### config.mk
export PLATFORM = sky130hd
export DESIGN_NAME = svd_cfg
export DESIGN_NICKNAME = d
export VERILOG_FILES = /design/src/hw/rtl/svd_pkg.sv /design/src/hw/rtl/svd_cfg.sv
export SDC_FILE = /design/constraint.sdc
export NUM_CORES = 1
export LEC_CHECK = 0
export ABC_CLOCK_PERIOD_IN_PS = 2060
export BUFFER_PORTS_ARGS = -buffer_cell sky130_fd_sc_hd__clkbuf_2
export CAP_MARGIN = 20
export CORE_UTILIZATION = 47
export DETAILED_ROUTE_END_ITERATION = 8
export GPL_TIMING_DRIVEN = 0
export PLACE_DENSITY = 0.85
export SETUP_SLACK_MARGIN = 0.2
export SYNTH_ARGS = -nofsm -noshare
export SYNTH_HDL_FRONTEND = slang
export SYNTH_SLANG_ARGS = --single-unit
export TNS_END_PERCENT = 30
### constraint.sdc
create_clock -name clk -period 2.06 [get_ports clk]
set_clock_uncertainty 0.05 [all_clocks]
set_input_delay 0.515 -clock clk [delete_from_list [all_inputs] [get_ports clk]]
set_output_delay 0.515 -clock clk [all_outputs]
set_load 0.005 [all_outputs]
### src/hw/rtl/svd_pkg.sv
package svd_pkg;

	// defaults for the top-level parameters
	localparam int SINE_TABLE_BITS_DEF = 10;
	localparam int ANGLE_BITS_DEF      = 16;

	// register map, index = byte address / 4
	localparam int         PADDR_W     = 3;
	localparam logic       REG_GAIN    = 1'b0;
	localparam logic       REG_PERIOD  = 1'b1;
	localparam logic [23:0] GAIN_RST   = 24'd9155;
	localparam logic [15:0] PERIOD_RST = 16'd280;

	// datapath widths
	localparam int AB_W = 34;   // alpha, beta (volt * Q15)
	localparam int KA_W = 50;   // 28378 * alpha
	localparam int D_W  = 35;   // ka - beta/2 and -ka - beta/2
	localparam int G_W  = 25;   // gain with a zero sign bit
	localparam int P_W  = 60;   // beta or difference * gain
	localparam int U_W  = 44;   // u1..u3 after >> 16
	localparam int T_W  = 44;   // active times before scaling
	localparam int DV_W = 45;   // divider remainder
	localparam int Q_W  = 16;   // scaled time, up to one full period

	localparam logic signed [15:0] SQRT3_HALF_Q15 = 16'sd28378;
	localparam logic [16:0]        ONE_Q15        = 17'd32768;
	localparam logic [16:0]        HALF_Q15       = 17'd16384;

	// pipeline latency from accepted start to result strobe
	localparam int LAT = 27;

	localparam logic [2:0] SECT_NONE = 3'd0;
	localparam logic [2:0] SECT_1    = 3'd1;
	localparam logic [2:0] SECT_2    = 3'd2;
	localparam logic [2:0] SECT_3    = 3'd3;
	localparam logic [2:0] SECT_4    = 3'd4;
	localparam logic [2:0] SECT_5    = 3'd5;
	localparam logic [2:0] SECT_6    = 3'd6;

	typedef struct packed {
		logic signed [15:0] voltage_q;
		logic signed [15:0] voltage_d;
		logic [15:0]        electrical_angle;
	} cmd_t;

	typedef struct packed {
		logic [15:0] compare_a;
		logic [15:0] compare_b;
		logic [15:0] compare_c;
		logic [2:0]  sector_number;
		logic        overmodulated;
	} res_t;

	// side data that rides along the divider
	typedef struct packed {
		logic [2:0]     sec;
		logic           ovm;
		logic [Q_W-1:0] tx;
		logic [Q_W-1:0] ty;
	} side_t;

	// quarter-wave sine, Q15, saturated
	function automatic logic [14:0] sine_q15(input int unsigned pos, input int unsigned qb);
		longint x;
		longint x2;
		longint y;
		x  = longint'(pos) << (15 - qb);
		x2 = (x * x) >> 15;
		y  = (x * (51472 - ((x2 * (21024 - ((x2 * 2320) >> 15))) >> 15))) >> 15;
		if (y > 32767) begin
			y = 32767;
		end
		return y[14:0];
	endfunction

endpackage

### src/hw/rtl/svd_cfg.sv
module svd_cfg (
	input  logic                        clk,
	input  logic                        arst_n,
	input  logic                        psel,
	input  logic                        penable,
	input  logic                        pwrite,
	input  logic [svd_pkg::PADDR_W-1:0] paddr,
	input  logic [31:0]                 pwdata,
	output logic [31:0]                 prdata,
	output logic [23:0]                 gain,
	output logic [15:0]                 period
);
	import svd_pkg::*;

	logic [23:0] gain_q;
	logic [15:0] period_q;
	logic        wr_en;

	assign wr_en = psel & penable & pwrite;

	always_ff @(posedge clk or negedge arst_n) begin
		if (!arst_n) begin
			gain_q   <= GAIN_RST;
			period_q <= PERIOD_RST;
		end else if (wr_en) begin
			case (paddr[2])
				REG_GAIN:   gain_q   <= pwdata[23:0];
				REG_PERIOD: period_q <= pwdata[15:0];
				default:    gain_q   <= gain_q;
			endcase
		end
	end

	always_comb begin
		case (paddr[2])
			REG_GAIN:   prdata = {8'd0, gain_q};
			REG_PERIOD: prdata = {16'd0, period_q};
			default:    prdata = 32'd0;
		endcase
	end

	assign gain   = gain_q;
	assign period = period_q;

endmodule

# == Word-level counts from Yosys, hierarchy flattened ==
# Cells that the tools add are included.
# totals
out_inout_bits,72
ff_bits,40
word_cells,8
# op_classes
n_reduce_logical,2
bitwise_logic,3
muxes,1
# op_table
operator,n
$pmux 32 s2,1
$reduce_and 2->1,2
$and 1x1->1,2
$not 1->1,1

# == Depth between registers and ports, before layout ==
# Gate-level depths: netlist (run 1).
# logic_depth
ltp_word,3
depth_mapped,4
depth_no_buf,2

# == Least setup slack after synthesis (run 1) ==
# No wires, ideal clock.
# synth_timing
path_kind,input to output
from,input paddr[2] in the netlist's numbering
to,output prdata[10]
required_ps,1495
path_stages,3
slack_ps,312
t_arrival_ps,1183
path_cell_list,buf_6 -> buf_2 -> mux2_2
# synth_via
elab_chain_len,2
# synth_rtl
element,line,text
"start, declared",svd_cfg.sv:7,"input logic [svd_pkg::PADDR_W-1:0] paddr,"
$not 1->1 (no source line),n/a,
$pmux 32 s2 *,svd_cfg.sv:35,case (paddr[2])
"end, declared",svd_cfg.sv:9,"output logic [31:0] prdata,"
# Every way passes the cells marked *; elsewhere a longest branch is shown, timed or not. The select of a mux whose other input is x is not followed.

# == Worst setup path after layout (run 1) ==
# layout_timing
from,input paddr[2] in the netlist's numbering
to,output prdata[13]
# The elaborated chain is that of the path after synthesis.

==> metrics.txt, run 1 <==
outcome finished clean; Avg Cell Area, Syn about 16 um^2; wire per inst about 13 um; Mapped Area about 1900 um^2; register area share after synthesis ~52%; crit path kind in -> out; sequential share of power between 40% and 50%; post-route minimum period approximately 1800 ps; number of global-route vias before repair roughly 1300; worst min path class in -> reg; Area after DPL ~2500 um^2; Setup Fix Bufs, Post-CTS 0; Peak supply drop 0.000578 V; Switching Power ~630 uW; core area 3800 um^2; CP required 1490 ps; Crit Reg-Reg Endpoint period[0]; count of different cell masters after synthesis 11; clock share of power between 20% and 30%; DR pass1 iterations 4; Sw Ratio between 20% and 30%; adder-cell share of the synthesized area 0%; die width roughly 66 um; TritonCTS clock tree built; Detailed Place HPWL 2800 um; routability cong. about 0.75; row count 22; M1 wire length 1560 um; first-pass GRT wire length 5980 um; Total Power approximately 2500 uW; Finish-stage setup viols 0; unrepaired setup endpoints after global routing yes; gr ovfl total 0; crit path launch paddr[2]; crit path to prdata[13]; final antenna diode count 0; ANT nets after route 0; Clock Root Buffer clkbuf_8; fraction of registers with async set/reset 100%; CP arrival between 1000 and 1500 ps; Synth area leaders dfrtp_1, mux2_2, mux2_4, dfstp_2, buf_4; R2R cell count 1; routed wl met3 203 um; top-count cell post-synth mux2_2; CP max FO 10; DRC viols 0; Post-synth top cells mux2_2, dfrtp_1, mux2_4, dfstp_2; r2r setup slk between 1000 and 1500 ps; LEAKAGE between 0.001 and 0.0015 uW; top cell type's share of synthesized area between 30 and 40%; MaxCap Viol Count 0; period utilization around 89%; Die Ht around 66 um; synthesis-to-finish area growth 37.0%; worst-skew pair later-pin latency 280 ps; Post-Synth Simple-Gate Area slightly below 5%; pin count of the biggest net entering global routing ~40; Startpoint Class input pin; # nets final around 270; fraction of layout cells with a size suffix above 1 between 70% and 80%; Placed Instances between 200 and 300; post-synthesis cell count ~120; drt total wl ~3600 um; complex-gate fraction of the synthesized area 0%; post-synthesis mux area share a little over a third; crit end category output port; internal power between 1500 and 2000 uW; Clock Path Buffers 2; most used flip-flop cell after synthesis dfrtp_1; largest area contributor in the netlist dfrtp_1; Port-buffer cells 92; Die Area ~4400 um^2; Comb power frac between 20% and 30%; Global Route Usage Sum a little under a fifth; number of synthesized flops with an enable pin 0; Highest Signal Layer met4; Ys Warns 0; Power Dens Cells 949 nW/um^2; endpoints failing hold 0; Design Area, Final ~2600 um^2; met2 wire length approximately 1900 um; Yosys reg bits 40; Final Non-Filler Cells 278; CTS sink cnt 40; CTS H-tree depth 2; Initial Util 50.9%; Clock Pin Slew Worst Setup and Hold Paths approximately 70 ps; CTS Buf Count 5; vias per std cell 4.77; RR Startpoint period[0]; DRT iter0 DRCs 55; # IOs ~110; largest family of logic cells by synthesized area multiplexers; post-synthesis xor/xnor area fraction 0%; via total after detailed routing around 1300; final-report max-slew violation count 0; total negative slack 0 ps; Fill cells between 200 and 300; initial antenna violation count 0; Fmax about 550 MHz
[power groups by stage]
| stage | combinational, uW | sequential, uW | clock [uW] |
|---|---|---|---|
| finish | 709 | 1120 | 680 |
| global route | 784 | 1150 | 733 |
| CTS | 714 | 1130 | 692 |
| detailed placement | 711 | 1140 | 0 |
| global placement | 695 | 1130 | 0 |
| floorplan | 354 | 1130 | 0 |
[repair_timing]
item / in CTS / in global routing
endpoints found under the setup margin: 12 / 6
gates cloned: 0 / 0
endpoints found under the hold margin: 0 / 2
resized for setup: 3 / 1
pin swaps: 0 / 0
hold buffers: 0 / 1
[layer usage]
metal  track usage (%)  vias up
met3              5.17        5
met1              23.2      644
li1                  -      624
met2              31.0       54
met4              3.99        0
met5                 0        -
[critical path, cell delays in order]
cell	delay, ps
buf_6	120
buf_6	160
mux2_2	350
clkbuf_2	110
[logic make-up after synthesis]
logic type / after synthesis
flops: 40
simple gates: 10
buf+inv: 14
mux: 56
other cells: 1
[area by class of cell]
class,count,area (um^2),area share [%]
sequential,40,1010,38.3
multi-input combinational,74,831,31.4
timing repair buffer,94,490,18.5
buffer,14,128,4.82
clock buffer,7,96.3,3.64
tap,48,60.1,2.27
clock inverter,1,30.0,1.13
[registers in the layout (all words and copies together) (netlist names)]
signal,count
gain,24
period,16
[worst min-delay path by stage]
| stage | end | slack [ps] | start | cells after the start |
|---|---|---|---|---|
| after floorplan | gain[10] | 170 | arst_n | 0 |
| after global placement | gain[17] | 460 | gain[17] | 1 |
| after detailed placement | period[7] | 460 | period[7] | 1 |
| after CTS | period[2] | 350 | arst_n | 1 |
| after global routing | gain[18] | 410 | pwdata[18] | 2 |
| final | gain[22] | 420 | pwdata[22] | 2 |
[per-stage QoR]
| stage | util [%] | hold slack [ps] | worst slack [ps] |
|---|---|---|---|
| 3_5_place_dp | 65.3 | 463 | 98.3 |
| 3_3_place_gp | 65.3 | 456 | 93.1 |
| 4_1_cts | 68.8 | 347 | 221 |
| 2_1_floorplan | - | 169 | 312 |
| 5_1_grt | 69.7 | 407 | 194 |
| 6_report | 69.7 | 415 | 235 |
[placed cells by master (no fill, tap or decap), drive strengths merged]
master / instances
buf: 15
bufinv: 1
clkbuf: 99
conb: 8
dfrtp: 30
dfstp: 10
dlygate4sd3: 1
mux2: 56
nand4: 1
nand4b: 1
nor2b: 8
(Power assumes the default switching activity.)
==> inputs of run 2 (changes only) <==
ABC_AREA = 1   (was not set)
CORE_ASPECT_RATIO = 0.7   (was not set)
==> run 2 against run 1 <==
Net effect: sequential cell count unchanged; non-clock buffer count increased by 8; global-route usage increased by 6.9 points; die area decreased by 0.27%; first-iteration DRC count increased by 93%; largest power group unchanged; critical path depth increased by 2; largest cell class unchanged; sequential power decreased by 4%; highest routed layer unchanged; setup slack improved by 40 ps; combinational power decreased by 20%; register-to-register slack improved by 50 ps; power decreased by 13%.
==> metrics.txt, run 2 <==
hold slack final 315 ps (was 415 ps); endpoints failing hold 0 (unchanged); Detailed Place HPWL 3740 um (was 2800 um); Fmax 560 MHz (was 548 MHz); Clock Root Buffer clkbuf_8 (unchanged); vias per std cell 4.79 (was 4.77); Crit Reg-Reg Endpoint period[3] (was period[0]); CTS Buf Count 5 (unchanged); CP required 1490 ps (about the same); number of global-route vias before repair 1783 (was 1267); post-synthesis cell count 255 (was 121); largest area contributor in the netlist dfrtp_1 (unchanged); Yosys reg bits 40 (unchanged); final-report max-slew violation count 0 (unchanged); worst min path class in -> async (was in -> reg); Port-buffer cells 92 (unchanged); Power Dens Cells 844 nW/um^2 (was 949 nW/um^2); most frequent cells in the layout nand2_1, clkbuf_2, nand3_1, dfrtp_1 (was clkbuf_2, mux2_2, dfrtp_1, mux2_4, dfstp_2); Slew @ Worst Pin around 950 ps; CP arrival 1220 ps (was 1260 ps); core area 3920 um^2 (was 3800 um^2); max reg flops 24 (unchanged); Clock Path Buffers 2 (unchanged); Slew HR between 30% and 40%; r2r setup slk 1270 ps (was 1220 ps); via total after detailed routing 1984 (was 1327); # IOs 112 (unchanged); DR pass1 iterations 4 (unchanged); synthesis-to-finish area growth 34.0% (was 37.0%); Mapped Area 1930 um^2 (about the same); commonest non-fill, non-tap cell in the layout nand2_1 (was clkbuf_2); total negative slack 0 ps (unchanged); Peak supply drop 0.000469 V (was 0.000578 V); CTS H-tree depth 2 (unchanged); gr ovfl total 0 (unchanged); Avg Cell Area, Syn 7.55 um^2 (was 16.0 um^2); CTS sink cnt 40 (unchanged); # nets final 401 (was 269); Die Ht 55.6 um (was 66.1 um); R2R cell count 2 (was 1); pin count of the biggest net entering global routing 41 (unchanged); post-route minimum period 1780 ps (was 1830 ps); top cell type's share of synthesized area 39.0% (was 38.8%); Area after DPL 2480 um^2 (about the same); fraction of registers with async set/reset 100% (unchanged); CP max FO 10 (unchanged); number of synthesized flops with an enable pin 0 (unchanged); adder-cell share of the synthesized area 0% (unchanged); hold-fix buffers at CTS 0 (unchanged); unrepaired setup endpoints after global routing no (was yes); top-count cell post-synth nand2_1 (was mux2_2); complex-gate fraction of the synthesized area 0% (unchanged); Startpoint Class input pin (unchanged); count of different cell masters after synthesis 13 (was 11); wire per inst 12.1 um (was 13.1 um); Die Area 4360 um^2 (was 4370 um^2); Post-synth top cells nand2_1, nand3_1, dfrtp_1, buf_2, dfstp_2 (was mux2_2, dfrtp_1, mux2_4, dfstp_2); initial antenna violation count 0 (unchanged); largest family of logic cells by synthesized area simple AND/OR/NAND/NOR gates (was multiplexers); Synth area leaders dfrtp_1, nand2_1, dfstp_2, nand3_1, buf_4 (was dfrtp_1, mux2_2, mux2_4, dfstp_2, buf_4); Post-Synth Simple-Gate Area 38.3% (was 4.92%); Clock Pin Slew Worst Setup and Hold Paths 70 ps (about the same); DRT iter0 DRCs 106 (was 55); most used flip-flop cell after synthesis dfrtp_1 (unchanged); Design Area, Final 2580 um^2 (was 2650 um^2); final antenna diode count 0 (unchanged); register area share after synthesis 52.6% (was 52.4%); row count 19 (was 22); crit end category output port (unchanged); Ys Warns 0 (unchanged); period utilization 86.6% (was 88.6%); MaxCap Viol Count 0 (unchanged); post-synthesis xor/xnor area fraction 0% (unchanged); Initial Util 49.1% (was 50.9%); post-synthesis mux area share 0% (was 36.5%); worst-skew pair later-pin latency 280 ps (about the same); first-pass GRT wire length 8420 um (was 5980 um); fraction of layout cells with a size suffix above 1 37.3% (was 79.6%); Global Route Usage Sum 25.2% (was 18.3%); die width 78.5 um (was 66.1 um); TritonCTS clock tree built (unchanged); routability cong. 0.758 (was 0.754); ANT nets after route 0 (unchanged); RR Startpoint period[3] (was period[0]); Finish-stage setup viols 0 (unchanged); LEAKAGE 0.00159 uW (was 0.00142 uW); drt total wl 5000 um (was 3640 um); DRC viols 0 (unchanged); outcome finished clean (unchanged); Fill cells 366 (was 262); crit path kind in -> out (unchanged)
run 2: cell families (layout without fill, tap and decap cells):
kind of cell	Yosys count	after routing
and+or+nand+nor	180	180
DFF	40	40
buffers and inverters	34	134
other	1	8
run 2: critical path, stage by stage:
cell and delay (ps):
buf_2 140, inv_2 90, clkbuf_4 210, nand2_1 60
nand2_1 80, clkbuf_2 110
run 2: stage by stage:
step           std cells  utilization (%)  setup slack, ps  total power (uW)
6_report             414             65.8              275              2180
5_1_grt              414             65.8              212              2330
4_1_cts              414             65.6              232              2200
3_5_place_dp         406             63.2             28.6              1660
3_3_place_gp         406             63.2             59.5              1640
2_1_floorplan        262                -              375              1330
run 2: power breakdown:
part           total, uW  internal (uW)  switching, uW
combinational        564            270            294
clock                532            267            265
sequential          1080            961            121
total               2180           1500            680
run 2: what timing repair did:
item	in CTS	in global routing
gates resized for setup	4	3
setup endpoints to repair	24	13
setup buffers	0	0
gates cloned	0	0
run 2: metal layers:
| layer | up-vias | share of wire (%) | GRT usage [%] |
|---|---|---|---|
| met3 | 4 | 6.8 | 6.12 |
| li1 | 980 | - | - |
| met5 | - | 0 | 0 |
| met2 | 84 | 46 | 38.3 |
| met1 | 916 | 47 | 35.9 |
| met4 | 0 | 0.50 | 6.88 |
run 2: how the worst max path moves through the flow:
stage | start | endpoint | cells after the start
6_report | paddr[2] | prdata[0] | 6
5_1_grt | paddr[2] | prdata[4] | 6
4_1_cts | paddr[2] | prdata[0] | 6
3_5_place_dp | paddr[2] | prdata[13] | 6
3_3_place_gp | paddr[2] | prdata[15] | 6
2_1_floorplan | paddr[2] | prdata[10] | 5
run 2: final cells by class:
cell class	instances	area, um^2	area share (%)
Clock inverter	2	10.0	0.388
Clock buffer	6	82.6	3.20
Inverter	10	37.5	1.45
Tap cell	52	65.1	2.52
Sequential cell	40	1010	39.3
Multi-Input combinational cell	188	767	29.7
Timing Repair Buffer	92	460	17.8
Buffer	24	144	5.58
==> inputs of run 3 (changes only) <==
CORE_ASPECT_RATIO = 1.75   (was 0.7)
PLACE_DENSITY = 0.87   (was 0.85)
==> run 3 against run 2 <==
Net effect: setup slack improved by 30 ps; critical endpoint unchanged; final cell count is 0.97% lower; critical path depth unchanged; fmax up 1.7%; clock power is essentially flat; first-iteration DRC count is 58% lower; global-route usage is 1.7 points higher; die area increased by 0.13%.
==> metrics.txt, run 3 (same netlist as run 2, synthesis figures left out) <==
outcome finished clean (unchanged); crit path kind in -> out (unchanged); hold-fix buffers at CTS 0 (unchanged); CTS H-tree depth 2 (unchanged); crit end category output port (unchanged); Setup Fix Bufs, Post-CTS 0 (unchanged); unrepaired setup endpoints after global routing no (unchanged); gr ovfl total 0 (unchanged); Comb power frac 26.1% (was 25.9%); MaxCap Viol Count 0 (unchanged); most frequent cells in the layout nand2_1, clkbuf_2, nand3_1, dfrtp_1 (unchanged); CP most frequent cell nand2_1 (unchanged); Die Area 4370 um^2 (was 4360 um^2); Final Non-Filler Cells 410 (was 414); wire per inst 12.8 um (was 12.1 um); Slew @ Worst Pin 971 ps (was 949 ps); CTS sink cnt 40 (unchanged); Sw Ratio 31.4% (was 31.2%); CP max FO 10 (unchanged); first-pass GRT wire length 8720 um (was 8420 um); fraction of layout cells with a size suffix above 1 37.3% (unchanged); number of global-route vias before repair 1923 (was 1783); max reg flops 24 (unchanged); Slew HR 35.2% (was 36.8%); Global Route Usage Sum 26.8% (was 25.2%); Clock Path Buffers 2 (unchanged); # nets final 401 (unchanged); Placed Instances 402 (was 406); period utilization 85.2% (was 86.6%); DRT iter0 DRCs 45 (was 106); Slowest-stage cell, CP clkbuf_4 (unchanged); Power Dens Cells 848 nW/um^2 (was 844 nW/um^2); Final Util 66.0% (was 65.8%); endpoints failing hold 0 (unchanged); die width 50.4 um (was 78.5 um); CP required 1490 ps (about the same); total negative slack 0 ps (unchanged); DRC viols 0 (unchanged); final antenna diode count 0 (unchanged); commonest non-fill, non-tap cell in the layout nand2_1 (unchanged); Detailed Place HPWL 3910 um (was 3740 um); CTS Buf Count 5 (unchanged); slowest stage delay, CP 220 ps (was 210 ps); routability cong. 0.788 (was 0.758); Port-buffer cells 92 (unchanged); Startpoint Class input pin (unchanged); LEAKAGE 0.00159 uW (unchanged); worst min path class in -> async (unchanged); clock share of power 24.3% (was 24.4%); # IOs 112 (unchanged); CP arrival 1190 ps (was 1220 ps); synthesis-to-finish area growth 33.7% (was 34.0%); Initial Util 49.3% (was 49.1%); Switching Power 685 uW (was 680 uW); ANT nets after route 0 (unchanged); Finish-stage setup viols 0 (unchanged); crit path launch paddr[2] (unchanged); Clock Pin Slew Worst Setup and Hold Paths 80 ps (was 70 ps); internal power 1500 uW (about the same); RR Startpoint gain[7] (was period[3]); pin count of the biggest net entering global routing 41 (unchanged); sequential share of power 49.5% (was 49.7%); post-route minimum period 1750 ps (was 1780 ps); initial antenna violation count 0 (unchanged); drt total wl 5240 um (was 5000 um); row count 30 (was 19); Fmax 570 MHz (was 560 MHz); TritonCTS clock tree built (unchanged); Peak supply drop 0.000649 V (was 0.000469 V); worst-skew pair later-pin latency 290 ps (was 280 ps); via total after detailed routing 2000 (was 1984); Clock Root Buffer clkbuf_8 (unchanged); Total Power 2180 uW (about the same); DR pass1 iterations 4 (unchanged); Die Ht 86.7 um (was 55.6 um); core area 3900 um^2 (was 3920 um^2); vias per std cell 4.88 (was 4.79); final-report max-slew violation count 0 (unchanged); critical path, cell by cell buf_2 > inv_2 > clkbuf_4 > nand2_1 > nand2_1 > clkbuf_2 (unchanged)
-- run 3: final timing paths --
check                       endpoint  slack, ps  cells after the start
setup / recovery           prdata[0]        310                      6
hold / removal              gain[18]        310                      1
setup reg to reg             gain[7]       1260                      2
hold reg to reg              gain[0]        420                      2
max in group asynchronous   gain[15]       1040                      1
min in group clk             gain[1]        380                      3
-- run 3: timing repair --
item | 4_1_cts | 5_1_grt
pin swaps | 0 | 0
endpoints found under the setup margin | 16 | 17
gates resized for setup | 3 | 5
-- run 3: worst max-delay path: cells and delay by family --
family	cells	cell delay, ps
buffers and inverters	4	550
and+or+nand+nor	2	130
-- run 3: routing by layer --
layer / track usage, % / vias to the layer above / wire length [um]
li1: - / 983 / -
met1: 28.7 / 919 / 1920
met2: 48.2 / 82 / 2860
met3: 5.26 / 16 / 283
met4: 14.4 / 0 / 182
met5: 0 / - / 0
-- run 3: final cells by class --
| class | count | area [um^2] |
|---|---|---|
| Inverter | 10 | 37.5 |
| Clock buffer | 6 | 82.6 |
| Tap cell | 48 | 60.1 |
| Multi-Input combinational cell | 188 | 767 |
| Fill cell | 363 | 1330 |
| Timing Repair Buffer | 92 | 460 |
| Sequential cell | 40 | 1010 |
| Buffer | 24 | 144 |
| Clock inverter | 2 | 10.0 |
-- run 3: metrics by stage --
stage	setup slack (ps)	area, um^2	hold WS, ps
global placement	74.4	2470	408
global route	210	2570	370
floorplan	375	1950	169
detailed placement	53.9	2470	414
finish	305	2570	314
CTS	186	2570	341
-- run 3: power groups by stage --
stage	clock network, uW	logic (uW)	registers, uW
after floorplan	0	244	1090
after global placement	0	550	1090
after detailed placement	0	575	1090
after CTS	538	577	1080
after global routing	568	652	1110
final	531	571	1080
